--- src/rtl/core/ptcw_pkg.sv ---
// Shared types, codes and helpers for the paired touch coincidence waiter.
// No dependencies; used by ptcw_step and paired_touch_coincidence_waiter.
`default_nettype none

package ptcw_pkg;

    localparam int POS_W = 8;
    localparam int TIME_W = 32;
    localparam int TOL_W = 16;
    localparam int TMO_W = 24;
    localparam int CFG_W = 24;
    localparam int WS_W = 3;

    localparam logic [POS_W-1:0] NO_POS = 8'd255;

    localparam logic [TOL_W-1:0] TOL_RESET = 16'd100;
    localparam logic [TMO_W-1:0] TMO_RESET = 24'd5000;

    // Configuration register indexes
    localparam logic CFG_TOLERANCE = 1'b0;
    localparam logic CFG_TIMEOUT = 1'b1;

    // Item operation codes
    typedef enum logic [1:0] {
        OP_START_SINGLE = 2'd0,
        OP_START_PAIR   = 2'd1,
        OP_TOUCH        = 2'd2,
        OP_TICK         = 2'd3
    } op_t;

    // Wait phase, one-hot
    typedef enum logic [5:0] {
        PH_INACTIVE    = 6'b000001,
        PH_WAIT_FIRST  = 6'b000010,
        PH_WAIT_SECOND = 6'b000100,
        PH_SUCCESS     = 6'b001000,
        PH_FAILURE     = 6'b010000,
        PH_TIMEOUT     = 6'b100000
    } phase_t;

    // Reported wait_state codes
    localparam logic [WS_W-1:0] WS_INACTIVE    = 3'd0;
    localparam logic [WS_W-1:0] WS_WAIT_FIRST  = 3'd1;
    localparam logic [WS_W-1:0] WS_WAIT_SECOND = 3'd2;
    localparam logic [WS_W-1:0] WS_SUCCESS     = 3'd3;
    localparam logic [WS_W-1:0] WS_FAILURE     = 3'd4;
    localparam logic [WS_W-1:0] WS_TIMEOUT     = 3'd5;

    typedef struct packed {
        phase_t             phase;
        logic [TIME_W-1:0]  start_time;
        logic [TIME_W-1:0]  first_touch_time;
        logic [POS_W-1:0]   watch_one;
        logic [POS_W-1:0]   watch_two;
        logic               seen_one;
        logic               seen_two;
        logic               mistake_reported;
    } wait_state_t;

    typedef struct packed {
        logic               accepted;
        logic [WS_W-1:0]    wait_state;
        logic               mistake;
    } result_t;

    // Encode the one-hot phase into the reported code
    function automatic logic [WS_W-1:0] phase_code(input phase_t ph);
        logic [WS_W-1:0] code;
        begin
            unique case (ph)
                PH_INACTIVE:    code = WS_INACTIVE;
                PH_WAIT_FIRST:  code = WS_WAIT_FIRST;
                PH_WAIT_SECOND: code = WS_WAIT_SECOND;
                PH_SUCCESS:     code = WS_SUCCESS;
                PH_FAILURE:     code = WS_FAILURE;
                PH_TIMEOUT:     code = WS_TIMEOUT;
                default:        code = WS_INACTIVE;
            endcase
            return code;
        end
    endfunction

endpackage

`default_nettype wire

--- src/rtl/core/ptcw_step.sv ---
// Next-state and result logic for one item of the touch coincidence waiter.
// Depends on ptcw_pkg.
`default_nettype none

module ptcw_step (
    input  var ptcw_pkg::wait_state_t           cur,
    input  wire [1:0]                            op,
    input  wire [ptcw_pkg::POS_W-1:0]            pos_a,
    input  wire [ptcw_pkg::POS_W-1:0]            pos_b,
    input  wire [ptcw_pkg::TIME_W-1:0]           time_ms,
    input  wire [ptcw_pkg::TOL_W-1:0]            tolerance_ms,
    input  wire [ptcw_pkg::TMO_W-1:0]            timeout_ms,
    output ptcw_pkg::wait_state_t                nxt,
    output ptcw_pkg::result_t                    res
);

    ptcw_pkg::op_t              op_dec;
    logic                       waiting;
    logic                       single;
    logic                       hit1;
    logic                       hit2;
    logic                       seen1_new;
    logic                       seen2_new;
    logic [ptcw_pkg::TIME_W-1:0] gap;
    logic [ptcw_pkg::TIME_W-1:0] since_start;
    logic                       gap_ok;
    logic                       timed_out;
    logic                       acc;
    logic                       mis;

    assign op_dec = ptcw_pkg::op_t'(op);
    assign waiting = (cur.phase == ptcw_pkg::PH_WAIT_FIRST)
                  || (cur.phase == ptcw_pkg::PH_WAIT_SECOND);
    assign single = (cur.watch_two == ptcw_pkg::NO_POS);
    assign hit1 = (pos_a == cur.watch_one);
    assign hit2 = !single && (pos_a == cur.watch_two);
    assign seen1_new = cur.seen_one | hit1;
    assign seen2_new = cur.seen_two | hit2;

    // Wrapping time differences against the window and the timeout
    assign gap = time_ms - cur.first_touch_time;
    assign since_start = time_ms - cur.start_time;
    assign gap_ok = (gap <= {{(ptcw_pkg::TIME_W-ptcw_pkg::TOL_W){1'b0}}, tolerance_ms});
    assign timed_out = (since_start > {{(ptcw_pkg::TIME_W-ptcw_pkg::TMO_W){1'b0}}, timeout_ms});

    // Advance the wait by one item
    always_comb
    begin
        nxt = cur;
        acc = 1'b0;
        mis = 1'b0;
        unique case (op_dec)
            ptcw_pkg::OP_START_SINGLE, ptcw_pkg::OP_START_PAIR:
            begin
                nxt.phase = ptcw_pkg::PH_WAIT_FIRST;
                nxt.start_time = time_ms;
                nxt.first_touch_time = '0;
                nxt.watch_one = pos_a;
                nxt.watch_two = (op_dec == ptcw_pkg::OP_START_PAIR) ? pos_b : ptcw_pkg::NO_POS;
                nxt.seen_one = 1'b0;
                nxt.seen_two = 1'b0;
                nxt.mistake_reported = 1'b0;
            end
            ptcw_pkg::OP_TOUCH:
            begin
                if (waiting && (hit1 || hit2))
                begin
                    if (single)
                    begin
                        // single mode: only the first touch counts
                        if (cur.phase == ptcw_pkg::PH_WAIT_FIRST)
                        begin
                            nxt.seen_one = 1'b1;
                            nxt.phase = ptcw_pkg::PH_SUCCESS;
                            acc = 1'b1;
                        end
                    end
                    else
                    begin
                        acc = 1'b1;
                        nxt.seen_one = seen1_new;
                        nxt.seen_two = seen2_new;
                        if (cur.phase == ptcw_pkg::PH_WAIT_FIRST)
                        begin
                            nxt.first_touch_time = time_ms;
                            nxt.phase = ptcw_pkg::PH_WAIT_SECOND;
                        end
                        else if (seen1_new && seen2_new)
                        begin
                            nxt.phase = gap_ok ? ptcw_pkg::PH_SUCCESS : ptcw_pkg::PH_FAILURE;
                        end
                    end
                end
            end
            ptcw_pkg::OP_TICK:
            begin
                if ((cur.phase == ptcw_pkg::PH_WAIT_SECOND) && !single)
                begin
                    // window expired: fail and pulse mistake once
                    if (!gap_ok)
                    begin
                        nxt.phase = ptcw_pkg::PH_FAILURE;
                        if (!cur.mistake_reported)
                        begin
                            nxt.mistake_reported = 1'b1;
                            mis = 1'b1;
                        end
                    end
                end
                else if (cur.phase == ptcw_pkg::PH_WAIT_FIRST)
                begin
                    if (timed_out)
                    begin
                        nxt.phase = ptcw_pkg::PH_TIMEOUT;
                    end
                end
            end
            default:
            begin
                nxt = cur;
            end
        endcase
    end

    assign res.accepted = acc;
    assign res.wait_state = ptcw_pkg::phase_code(nxt.phase);
    assign res.mistake = mis;

endmodule

`default_nettype wire

--- src/rtl/core/paired_touch_coincidence_waiter.sv ---
// An accepted item's result appears on the output register in the next cycle.
// Throughput: one item per cycle unless stalled; the step is a single compare-and-update pass.
// An item is taken while the output register is empty or being drained.
// Reset (rst_n low, asynchronous): phase inactive, watch positions 255,
// times and flags zero, tolerance 100 ms, timeout 5000 ms, output empty.
// Top level; depends on ptcw_pkg and ptcw_step.
`default_nettype none

module paired_touch_coincidence_waiter (
    input  wire                              clk,
    input  wire                              rst_n,
    // configuration write port
    input  wire                              cfg_we,
    input  wire                              cfg_index,
    input  wire [ptcw_pkg::CFG_W-1:0]        cfg_data,
    // item input
    input  wire                              in_valid,
    output logic                             in_stall,
    input  wire [1:0]                        op,
    input  wire [ptcw_pkg::POS_W-1:0]        pos_a,
    input  wire [ptcw_pkg::POS_W-1:0]        pos_b,
    input  wire [ptcw_pkg::TIME_W-1:0]       time_ms,
    // result output
    output logic                             out_valid,
    input  wire                              out_stall,
    output logic                             accepted,
    output logic [ptcw_pkg::WS_W-1:0]        wait_state,
    output logic                             mistake
);

    logic [ptcw_pkg::TOL_W-1:0]  tolerance_reg;
    logic [ptcw_pkg::TMO_W-1:0]  timeout_reg;
    ptcw_pkg::wait_state_t       state_reg;
    ptcw_pkg::wait_state_t       state_next;
    ptcw_pkg::result_t           res_next;
    ptcw_pkg::result_t           res_reg;
    logic                        out_valid_reg;
    logic                        in_fire;

    // Take a new item unless a finished result is held back
    assign in_stall = out_valid_reg && out_stall;
    assign in_fire = in_valid && !in_stall;

    // Configuration registers
    always_ff @(posedge clk or negedge rst_n)
    begin
        if (!rst_n)
        begin
            tolerance_reg <= ptcw_pkg::TOL_RESET;
            timeout_reg <= ptcw_pkg::TMO_RESET;
        end
        else if (cfg_we)
        begin
            if (cfg_index == ptcw_pkg::CFG_TOLERANCE)
            begin
                tolerance_reg <= cfg_data[ptcw_pkg::TOL_W-1:0];
            end
            else
            begin
                timeout_reg <= cfg_data[ptcw_pkg::TMO_W-1:0];
            end
        end
    end

    ptcw_step u_step (
        .cur          (state_reg),
        .op           (op),
        .pos_a        (pos_a),
        .pos_b        (pos_b),
        .time_ms      (time_ms),
        .tolerance_ms (tolerance_reg),
        .timeout_ms   (timeout_reg),
        .nxt          (state_next),
        .res          (res_next)
    );

    // Wait state: advance on each accepted item
    always_ff @(posedge clk or negedge rst_n)
    begin
        if (!rst_n)
        begin
            state_reg.phase <= ptcw_pkg::PH_INACTIVE;
            state_reg.start_time <= '0;
            state_reg.first_touch_time <= '0;
            state_reg.watch_one <= ptcw_pkg::NO_POS;
            state_reg.watch_two <= ptcw_pkg::NO_POS;
            state_reg.seen_one <= 1'b0;
            state_reg.seen_two <= 1'b0;
            state_reg.mistake_reported <= 1'b0;
        end
        else if (in_fire)
        begin
            state_reg <= state_next;
        end
    end

    // Output valid: set on a new item, drop when taken
    always_ff @(posedge clk or negedge rst_n)
    begin
        if (!rst_n)
        begin
            out_valid_reg <= 1'b0;
        end
        else if (in_fire)
        begin
            out_valid_reg <= 1'b1;
        end
        else if (!out_stall)
        begin
            out_valid_reg <= 1'b0;
        end
    end

    // Output payload: load with the item's result
    always_ff @(posedge clk)
    begin
        if (in_fire)
        begin
            res_reg <= res_next;
        end
    end

    assign out_valid = out_valid_reg;
    assign accepted = res_reg.accepted;
    assign wait_state = res_reg.wait_state;
    assign mistake = res_reg.mistake;

    // A start always leaves the block waiting for the first touch
    assert property (@(posedge clk) disable iff (!rst_n)
        in_fire && (op == ptcw_pkg::OP_START_SINGLE || op == ptcw_pkg::OP_START_PAIR)
        |=> out_valid && (wait_state == ptcw_pkg::WS_WAIT_FIRST))
    else $error("start item did not arm the wait");

    // Only a touch can be accepted
    assert property (@(posedge clk) disable iff (!rst_n)
        in_fire && (op != ptcw_pkg::OP_TOUCH) |=> !accepted)
    else $error("accepted raised for a non-touch item");

    // A mistake pulse comes only with a failed pair
    assert property (@(posedge clk) disable iff (!rst_n)
        out_valid && mistake |-> (wait_state == ptcw_pkg::WS_FAILURE) && !accepted)
    else $error("mistake without failure");

    // Waiting for the second touch implies pair mode
    assert property (@(posedge clk) disable iff (!rst_n)
        (state_reg.phase == ptcw_pkg::PH_WAIT_SECOND)
        |-> (state_reg.watch_two != ptcw_pkg::NO_POS))
    else $error("second-touch wait in single mode");

    // An item is never taken while a result is held back
    assert property (@(posedge clk) disable iff (!rst_n)
        out_valid_reg && out_stall |=> $stable(res_reg))
    else $error("held result overwritten");

endmodule

`default_nettype wire
--- config.mk ---
export PLATFORM = sky130hd
export DESIGN_NAME = paired_touch_coincidence_waiter
export DESIGN_NICKNAME = d
export VERILOG_FILES = /design/src/rtl/core/ptcw_pkg.sv /design/src/rtl/core/ptcw_step.sv /design/src/rtl/core/paired_touch_coincidence_waiter.sv
export SDC_FILE = /design/constraint.sdc
export NUM_CORES = 1
export LEC_CHECK = 0
export BUFFER_PORTS_ARGS = -buffer_cell sky130_fd_sc_hd__buf_2
export CAP_MARGIN = 20
export CORE_MARGIN = 4
export CORE_UTILIZATION = 56
export CTS_CLUSTER_SIZE = 10
export DETAILED_ROUTE_END_ITERATION = 10
export PLACE_DENSITY = 0.79
export SLEW_MARGIN = 20
export SYNTH_ARGS = -nofsm -noshare
export SYNTH_HDL_FRONTEND = slang
export SYNTH_SLANG_ARGS = --single-unit
--- constraint.sdc ---
create_clock -name clk -period 4.57 [get_ports clk]
set_input_delay 0.6855 -clock clk [delete_from_list [all_inputs] [get_ports clk]]
set_output_delay 0.6855 -clock clk [all_outputs]
set_load 0.02 [all_outputs]
# == After elaboration in Yosys (flattened, before gate mapping) ==
# Index checks and enable logic that the tools add are counted.
# word_totals
register_bits,135
latchBits,0
ram_bits,0
romBits,0
inputBits,80
out_inout_bits,7
word_cells,96
mem_count,0
# op_classes
add_sub_neg,2
mul,0
div,0
magnitude_cmp,2
eq_ne,20
shift,0
muxes,30
bitwise,5
reduce_logical,23
# op_table
cell,n
32-bit 2-to-1 mux,3
32-bit case mux with 2 select lines,1
32-bit subtractor,2
6-bit 2-to-1 mux,9
32-bit by 24-bit greater-than comparator with 1-bit output,1
32-bit by 16-bit <= comparator with 1-bit output,1
6-bit case mux with 3 select lines,1
8-bit equality test,2
3-bit case mux with 5 select lines,1
"6-bit by 2-bit equality test with 1-bit output, second input constant",2
"6-bit by 3-bit equality test with 1-bit output, second input constant",2
4-bit AND reduction,3
1-bit 2-to-1 mux,10
"8-bit equality test, second input constant",1
8-bit 2-to-1 mux,1
"2-bit by 1-bit inequality test with 1-bit output, second input constant",4
2-bit AND reduction,4
"6-bit by 4-bit equality test with 1-bit output, second input constant",1
"6-bit by 5-bit equality test with 1-bit output, second input constant",1
"6-bit equality test, second input constant",1
1-bit logical AND,6
5-bit 2-to-1 mux,1
5-bit AND reduction,1
"2-bit equality test, second input constant",2
14 further kinds,21

# == Logic depth before layout (Yosys ltp) ==
# depth
word_depth,12
depth_mapped,26
mapped_depth_nobuf,26

# == Hierarchy ==
# A second synthesis with hierarchy kept.
# unflattened
cells_unflattened,1265
area_unflattened_um2,12304.3
# modules_own_cells
mod,instances,cells_each,area_per_inst_um2,seq_area_each_um2
ptcw_step,1,982,6776.5,0.0
paired_touch_coincidence_waiter,1,283,5527.8,3434.5

# == Worst setup path after synthesis ==
# Ideal clock, no wire load.
# synth_timing
kind,input port to flip-flop
startpoint,input port time_ms[0] in the netlist's numbering
endpoint,register res_reg (netlist bit wait_state[1]) (data pin)
setup_time_ns,0.158
t_arrival_ns,4.932
required_time_ns,4.412
setup_slack_ns,-0.520
cell_stages,22
n_path_buf,0
cell_sequence,inv_1 ha_1 fa_1 nand2b_1 a21oi_1 nor2_1 o21ai_0 a31oi_1 xnor2_1 ha_1 and3_1 a221o_1 a221o_1 a211oi_1 a21o_1 nand4_1 a2111oi_0 and4_4 o21ba_4 o21ai_2 a21o_1 a211oi_2
# synth_lines
item,line,source
from (decl),paired_touch_coincidence_waiter.sv:22,"input wire [ptcw_pkg::TIME_W-1:0] time_ms,"
to (signal assigned),paired_touch_coincidence_waiter.sv:119,res_reg <= res_next;
to (decl),paired_touch_coincidence_waiter.sv:36,ptcw_pkg::result_t res_reg;

==> reports/qor_table.md <==
| Quantity | Reported | Unit |
|:---|:---|:---|
| Status | complete, but fails checks | - |
| Violations in the final reports | setup timing | - |
| Setup repair after global routing missed its margin | yes | - |
| Overall Global Routing Usage | 28.7 | % |
| Share of async-settable or async-resettable flops after synthesis | 96.3 | % |
| Setup Total Neg Slack | -2110 | ps |
| Filler-free cell count of the finished design | 1789 | - |
| Kind of end point of the critical path | flip-flop | - |
| Netlist Area Pre-Place | 0.0106 | mm² |
| Least setup slack across all paths after layout | -439 | ps |
| Standby leakage power | 6.34 | nW |
| Number of clock buffers inserted by TritonCTS | 17 | - |
| Overall die height | 145 | µm |
| Via count | 10500 | - |
| Routed wire per std cell | 17.4 | µm |
| Post-detail-place hpwl | 22500 | µm |
| Antenna-violating nets left | 0 | - |
| Power per Cell Area | 393 | mW/mm² |
| DRC errors left | 0 | - |
| Worst Tran Pin Value | 1080 | ps |
| Post-synthesis mux area share | 4.51 | % |
| Number of nets at the end of the flow | 1731 | - |
| Die ar. | 0.0212 | mm² |
| IO Count | 87 | - |
| Hold-fix buffers, CTS | 0 | - |
| Number of enable flip-flop cells after synthesis | 5 | - |
| Unique masters post-synth | 72 | - |
| Maximum clock insertion buffer count | 2 | - |
| Final setup violation count | 9 | - |
| Highest net fanout along the worst path | 4 | - |
| Initial standard-cell utilization of the core | 57.9 | % |
| Routability congestion estimate | 0.941 | - |
| Grt total ovfl | 0 | - |
| Area fraction in compound gates after synthesis | 21.8 | % |
| Worst-case vdd ir drop | 0.286 | mV |
| Post-route core utilization | 75.5 | % |
| Detailed-routing iteration count for the pre-antenna-repair pass | 6 | - |
| CTS Sinks | 135 | - |
| Flip-flop count of the largest register, all copies and words added | 89 | - |
| Max cap viols | 0 | - |
| Core Box Area | 0.0183 | mm² |
| WL final | 31100 | µm |
| Number of rows created at floorplan | 49 | - |
| Critical setup path kind | flip-flop to flip-flop | - |
| Most used cells in the layout excluding fill and tap cells | sky130_fd_sc_hd__buf_4 (198), sky130_fd_sc_hd__nand2_1 (184), sky130_fd_sc_hd__inv_1 (124) | - |
| Share of the synthesized netlist area taken by xor and xnor gates | 5.55 | % |
| Layout Area Growth over Synthesis | 30.4 | % |
| Data arrival, critical path | 5270 | ps |
| Routed via count divided by cell count | 5.89 | - |
| Horizontal extent of the die | 145 | µm |
| Most frequent standard cell in the layout excluding fill and tap cells | sky130_fd_sc_hd__buf_4 | - |
| Slew HR | 27.5 | % |
| Reg-to-reg startpoint | state_reg[54] | - |
| Number of antenna violations at the first check in global routing | 0 | - |
| Avg Cell Area, Syn | 8.24 | µm² |
| Fraction of the yosys area taken by sequential cells | 32.5 | % |
| Startpoint types | flip-flop | - |
| Clk Latency, worst-skew pair | 430 | ps |
| Adder and majority cell fraction of the synthesized area | 12.4 | % |
| Final count of hold timing violations | 0 | - |
| Time the worst path needs with I/O delays and setup | 5010 | ps |
| Count of mapped cells out of synthesis | 1284 | - |
| Max-slew violation count | 0 | - |
| Number of cells after detailed placement | 1731 | - |
| Required time of the worst setup path | 4830 | ps |
| Path category of the worst min-delay check | primary input to asynchronous set/reset pin | - |
| Max Clock Freq | 200 | MHz |
| Post-route worst hold slack | 381 | ps |
| Via count of the first global-routing pass | 10500 | - |
| Dominant combinational cell family by area after synthesis | compound AO/OA/AOI/OAI gates | - |
| Proportion of layout cells with a drive suffix above 1 | 29.9 | % |
| Most common flop cell mapped by yosys | sky130_fd_sc_hd__dfrtp_1 | - |
| Maximum number of pins on one net before global-route repair | 102 | - |
| Root Driver | sky130_fd_sc_hd__clkbuf_16 | - |
| Count of input and output buffers | 86 | - |
| Global-route wire length before repair | 50600 | µm |
| Count of synthesis-stage warnings from yosys | 0 | - |
| Post-Syn Nets | 1468 | - |
| Clk_skew | 9.77 | ps |
| CTS tree | done | - |
| Clock transition at the registers of the reported paths | 60 | ps |
| Post-synthesis sequential element count | 135 | - |
| Share of the clock period used by the worst path after layout | 110 | % |
| Worst Setup SP | state_reg[54] | - |
| Worst setup timing slack at the placement stage | -978 | ps |
| N_diodes | 0 | - |
| Simple-gate portion of the synthesized area | 16.8 | % |
| First-iteration detailed-routing DRC count | 662 | - |
| Number of levels in the clock H-tree | 4 | - |
where the power goes:
| group | leakage, nW | internal [W] | total [W] | switching [W] |
|---|---|---|---|---|
| registers | 1.64 | 0.00139 | 0.00147 | 0.0000856 |
| logic | 4.42 | 0.00117 | 0.00252 | 0.00135 |
| clock network | 0.285 | 0.000858 | 0.00143 | 0.000570 |
final timing paths:
path,endpoint,slack [ps],cells past startpoint
worst max-delay path,wait_state[0],-440,26
worst min-delay path,timeout_reg[1],380,1
worst min register to register,state_reg[37],480,2
max in group asynchronous,timeout_reg[12],3210,2
worst max register to register,wait_state[0],-440,26
min in group clk,out_valid,450,2
cells in the mapped netlist (4+ instances only):
| master | number | area (µm²) |
|---|---|---|
| sky130_fd_sc_hd__xor2_1 | 20 | 175 |
| sky130_fd_sc_hd__a21o_1 | 25 | 188 |
| sky130_fd_sc_hd__edfxtp_1 | 5 | 150 |
| sky130_fd_sc_hd__clkbuf_1 | 43 | 161 |
| sky130_fd_sc_hd__or3_1 | 12 | 75.1 |
| sky130_fd_sc_hd__o21bai_1 | 6 | 45.0 |
| sky130_fd_sc_hd__and3_1 | 6 | 37.5 |
| sky130_fd_sc_hd__nand2_1 | 188 | 706 |
| sky130_fd_sc_hd__mux2i_1 | 6 | 60.1 |
| sky130_fd_sc_hd__xnor2_1 | 47 | 412 |
| sky130_fd_sc_hd__a2111oi_0 | 5 | 43.8 |
| sky130_fd_sc_hd__ha_1 | 102 | 1280 |
| sky130_fd_sc_hd__o221ai_1 | 6 | 52.6 |
| sky130_fd_sc_hd__o21ai_1 | 9 | 45.0 |
| sky130_fd_sc_hd__o21a_1 | 15 | 113 |
| sky130_fd_sc_hd__nor3_1 | 16 | 80.1 |
| sky130_fd_sc_hd__inv_1 | 128 | 480 |
| sky130_fd_sc_hd__o2111ai_1 | 4 | 35.0 |
| sky130_fd_sc_hd__o21ai_0 | 123 | 616 |
| sky130_fd_sc_hd__nor2_1 | 71 | 267 |
| sky130_fd_sc_hd__nand3_1 | 13 | 65.1 |
| sky130_fd_sc_hd__a211oi_1 | 15 | 113 |
| sky130_fd_sc_hd__nor4_1 | 8 | 50.1 |
| sky130_fd_sc_hd__a21oi_1 | 83 | 415 |
| sky130_fd_sc_hd__nand2b_1 | 11 | 68.8 |
| sky130_fd_sc_hd__and2_1 | 7 | 43.8 |
| sky130_fd_sc_hd__o211ai_1 | 11 | 82.6 |
| sky130_fd_sc_hd__or4_1 | 4 | 30.0 |
| sky130_fd_sc_hd__a31oi_1 | 17 | 106 |
| sky130_fd_sc_hd__dfstp_2 | 25 | 657 |
| sky130_fd_sc_hd__a221o_1 | 4 | 40.0 |
| sky130_fd_sc_hd__nor2b_1 | 11 | 68.8 |
| sky130_fd_sc_hd__dfrtp_1 | 105 | 2630 |
| sky130_fd_sc_hd__o31a_1 | 4 | 35.0 |
| sky130_fd_sc_hd__nand4_1 | 31 | 194 |
| sky130_fd_sc_hd__mux2_2 | 37 | 417 |
| sky130_fd_sc_hd__o31ai_1 | 5 | 37.5 |
layer usage:
| layer | global-route usage (%) | vias to the layer above | share of wire, % | routed length, µm |
|---|---|---|---|---|
| met5 | 0 | - | 0 | 0 |
| met4 | 10.4 | 0 | 3.5 | 1080 |
| met3 | 4.24 | 96 | 5.5 | 1720 |
| met2 | 50.3 | 369 | 49 | 15400 |
| met1 | 36.1 | 5016 | 42 | 13000 |
| li1 | - | 5059 | - | - |
timing repair:
action	CTS	global route
pin swaps	38	25
endpoints found under the hold margin	0	0
endpoints found under the setup margin	9	11
gates resized for setup	35	41
buffers inserted	14	13
final cells by class:
cell class | count | area [µm²]
inverter | 129 | 497
clock buffer | 17 | 425
timing repair buffer | 292 | 2060
clock inverter | 15 | 179
tap | 229 | 287
fill | 1302 | 4470
sequential | 135 | 3430
multi-input combinational | 972 | 6920
cell families after synthesis:
logic type / Yosys count
XOR/XNOR: 67
buffers and inverters: 177
flip-flops: 135
AO/OA/AOI/OAI: 368
adder cells (fa/ha/maj): 104
multiplexers: 43
AND/OR/NAND/NOR: 390
worst max-delay path: stages, from the launching register on:
cell and delay (ps):
sky130_fd_sc_hd__dfrtp_1 380, sky130_fd_sc_hd__inv_2 80, sky130_fd_sc_hd__ha_4 200, sky130_fd_sc_hd__a21o_1 160, sky130_fd_sc_hd__a21oi_2 220, sky130_fd_sc_hd__a21oi_4 110, sky130_fd_sc_hd__buf_6 130, sky130_fd_sc_hd__o211ai_1 270
sky130_fd_sc_hd__nand2_1 150, sky130_fd_sc_hd__nand2_2 120, sky130_fd_sc_hd__nand2_2 80, sky130_fd_sc_hd__a21oi_2 160, sky130_fd_sc_hd__xnor2_1 90, sky130_fd_sc_hd__ha_1 310, sky130_fd_sc_hd__and2_4 160, sky130_fd_sc_hd__a221o_1 330
sky130_fd_sc_hd__a221oi_4 340, sky130_fd_sc_hd__a31oi_4 50, sky130_fd_sc_hd__nor2_1 90, sky130_fd_sc_hd__o2111a_1 180, sky130_fd_sc_hd__nand4_1 100, sky130_fd_sc_hd__a2111oi_2 230, sky130_fd_sc_hd__buf_4 200, sky130_fd_sc_hd__nand2b_4 160
sky130_fd_sc_hd__a31o_4 190, sky130_fd_sc_hd__o2111ai_1 110, sky130_fd_sc_hd__a21oi_1 220
stage by stage:
step | instance area, µm² | total power [W]
2_1_floorplan | 10700 | 0.00286
3_3_place_gp | 12600 | 0.00362
3_5_place_dp | 12600 | 0.00370
4_1_cts | 13500 | 0.00527
5_1_grt | 13800 | 0.00574
6_report | 13800 | 0.00542
Note: power is estimated with default switching activity, not from simulation.
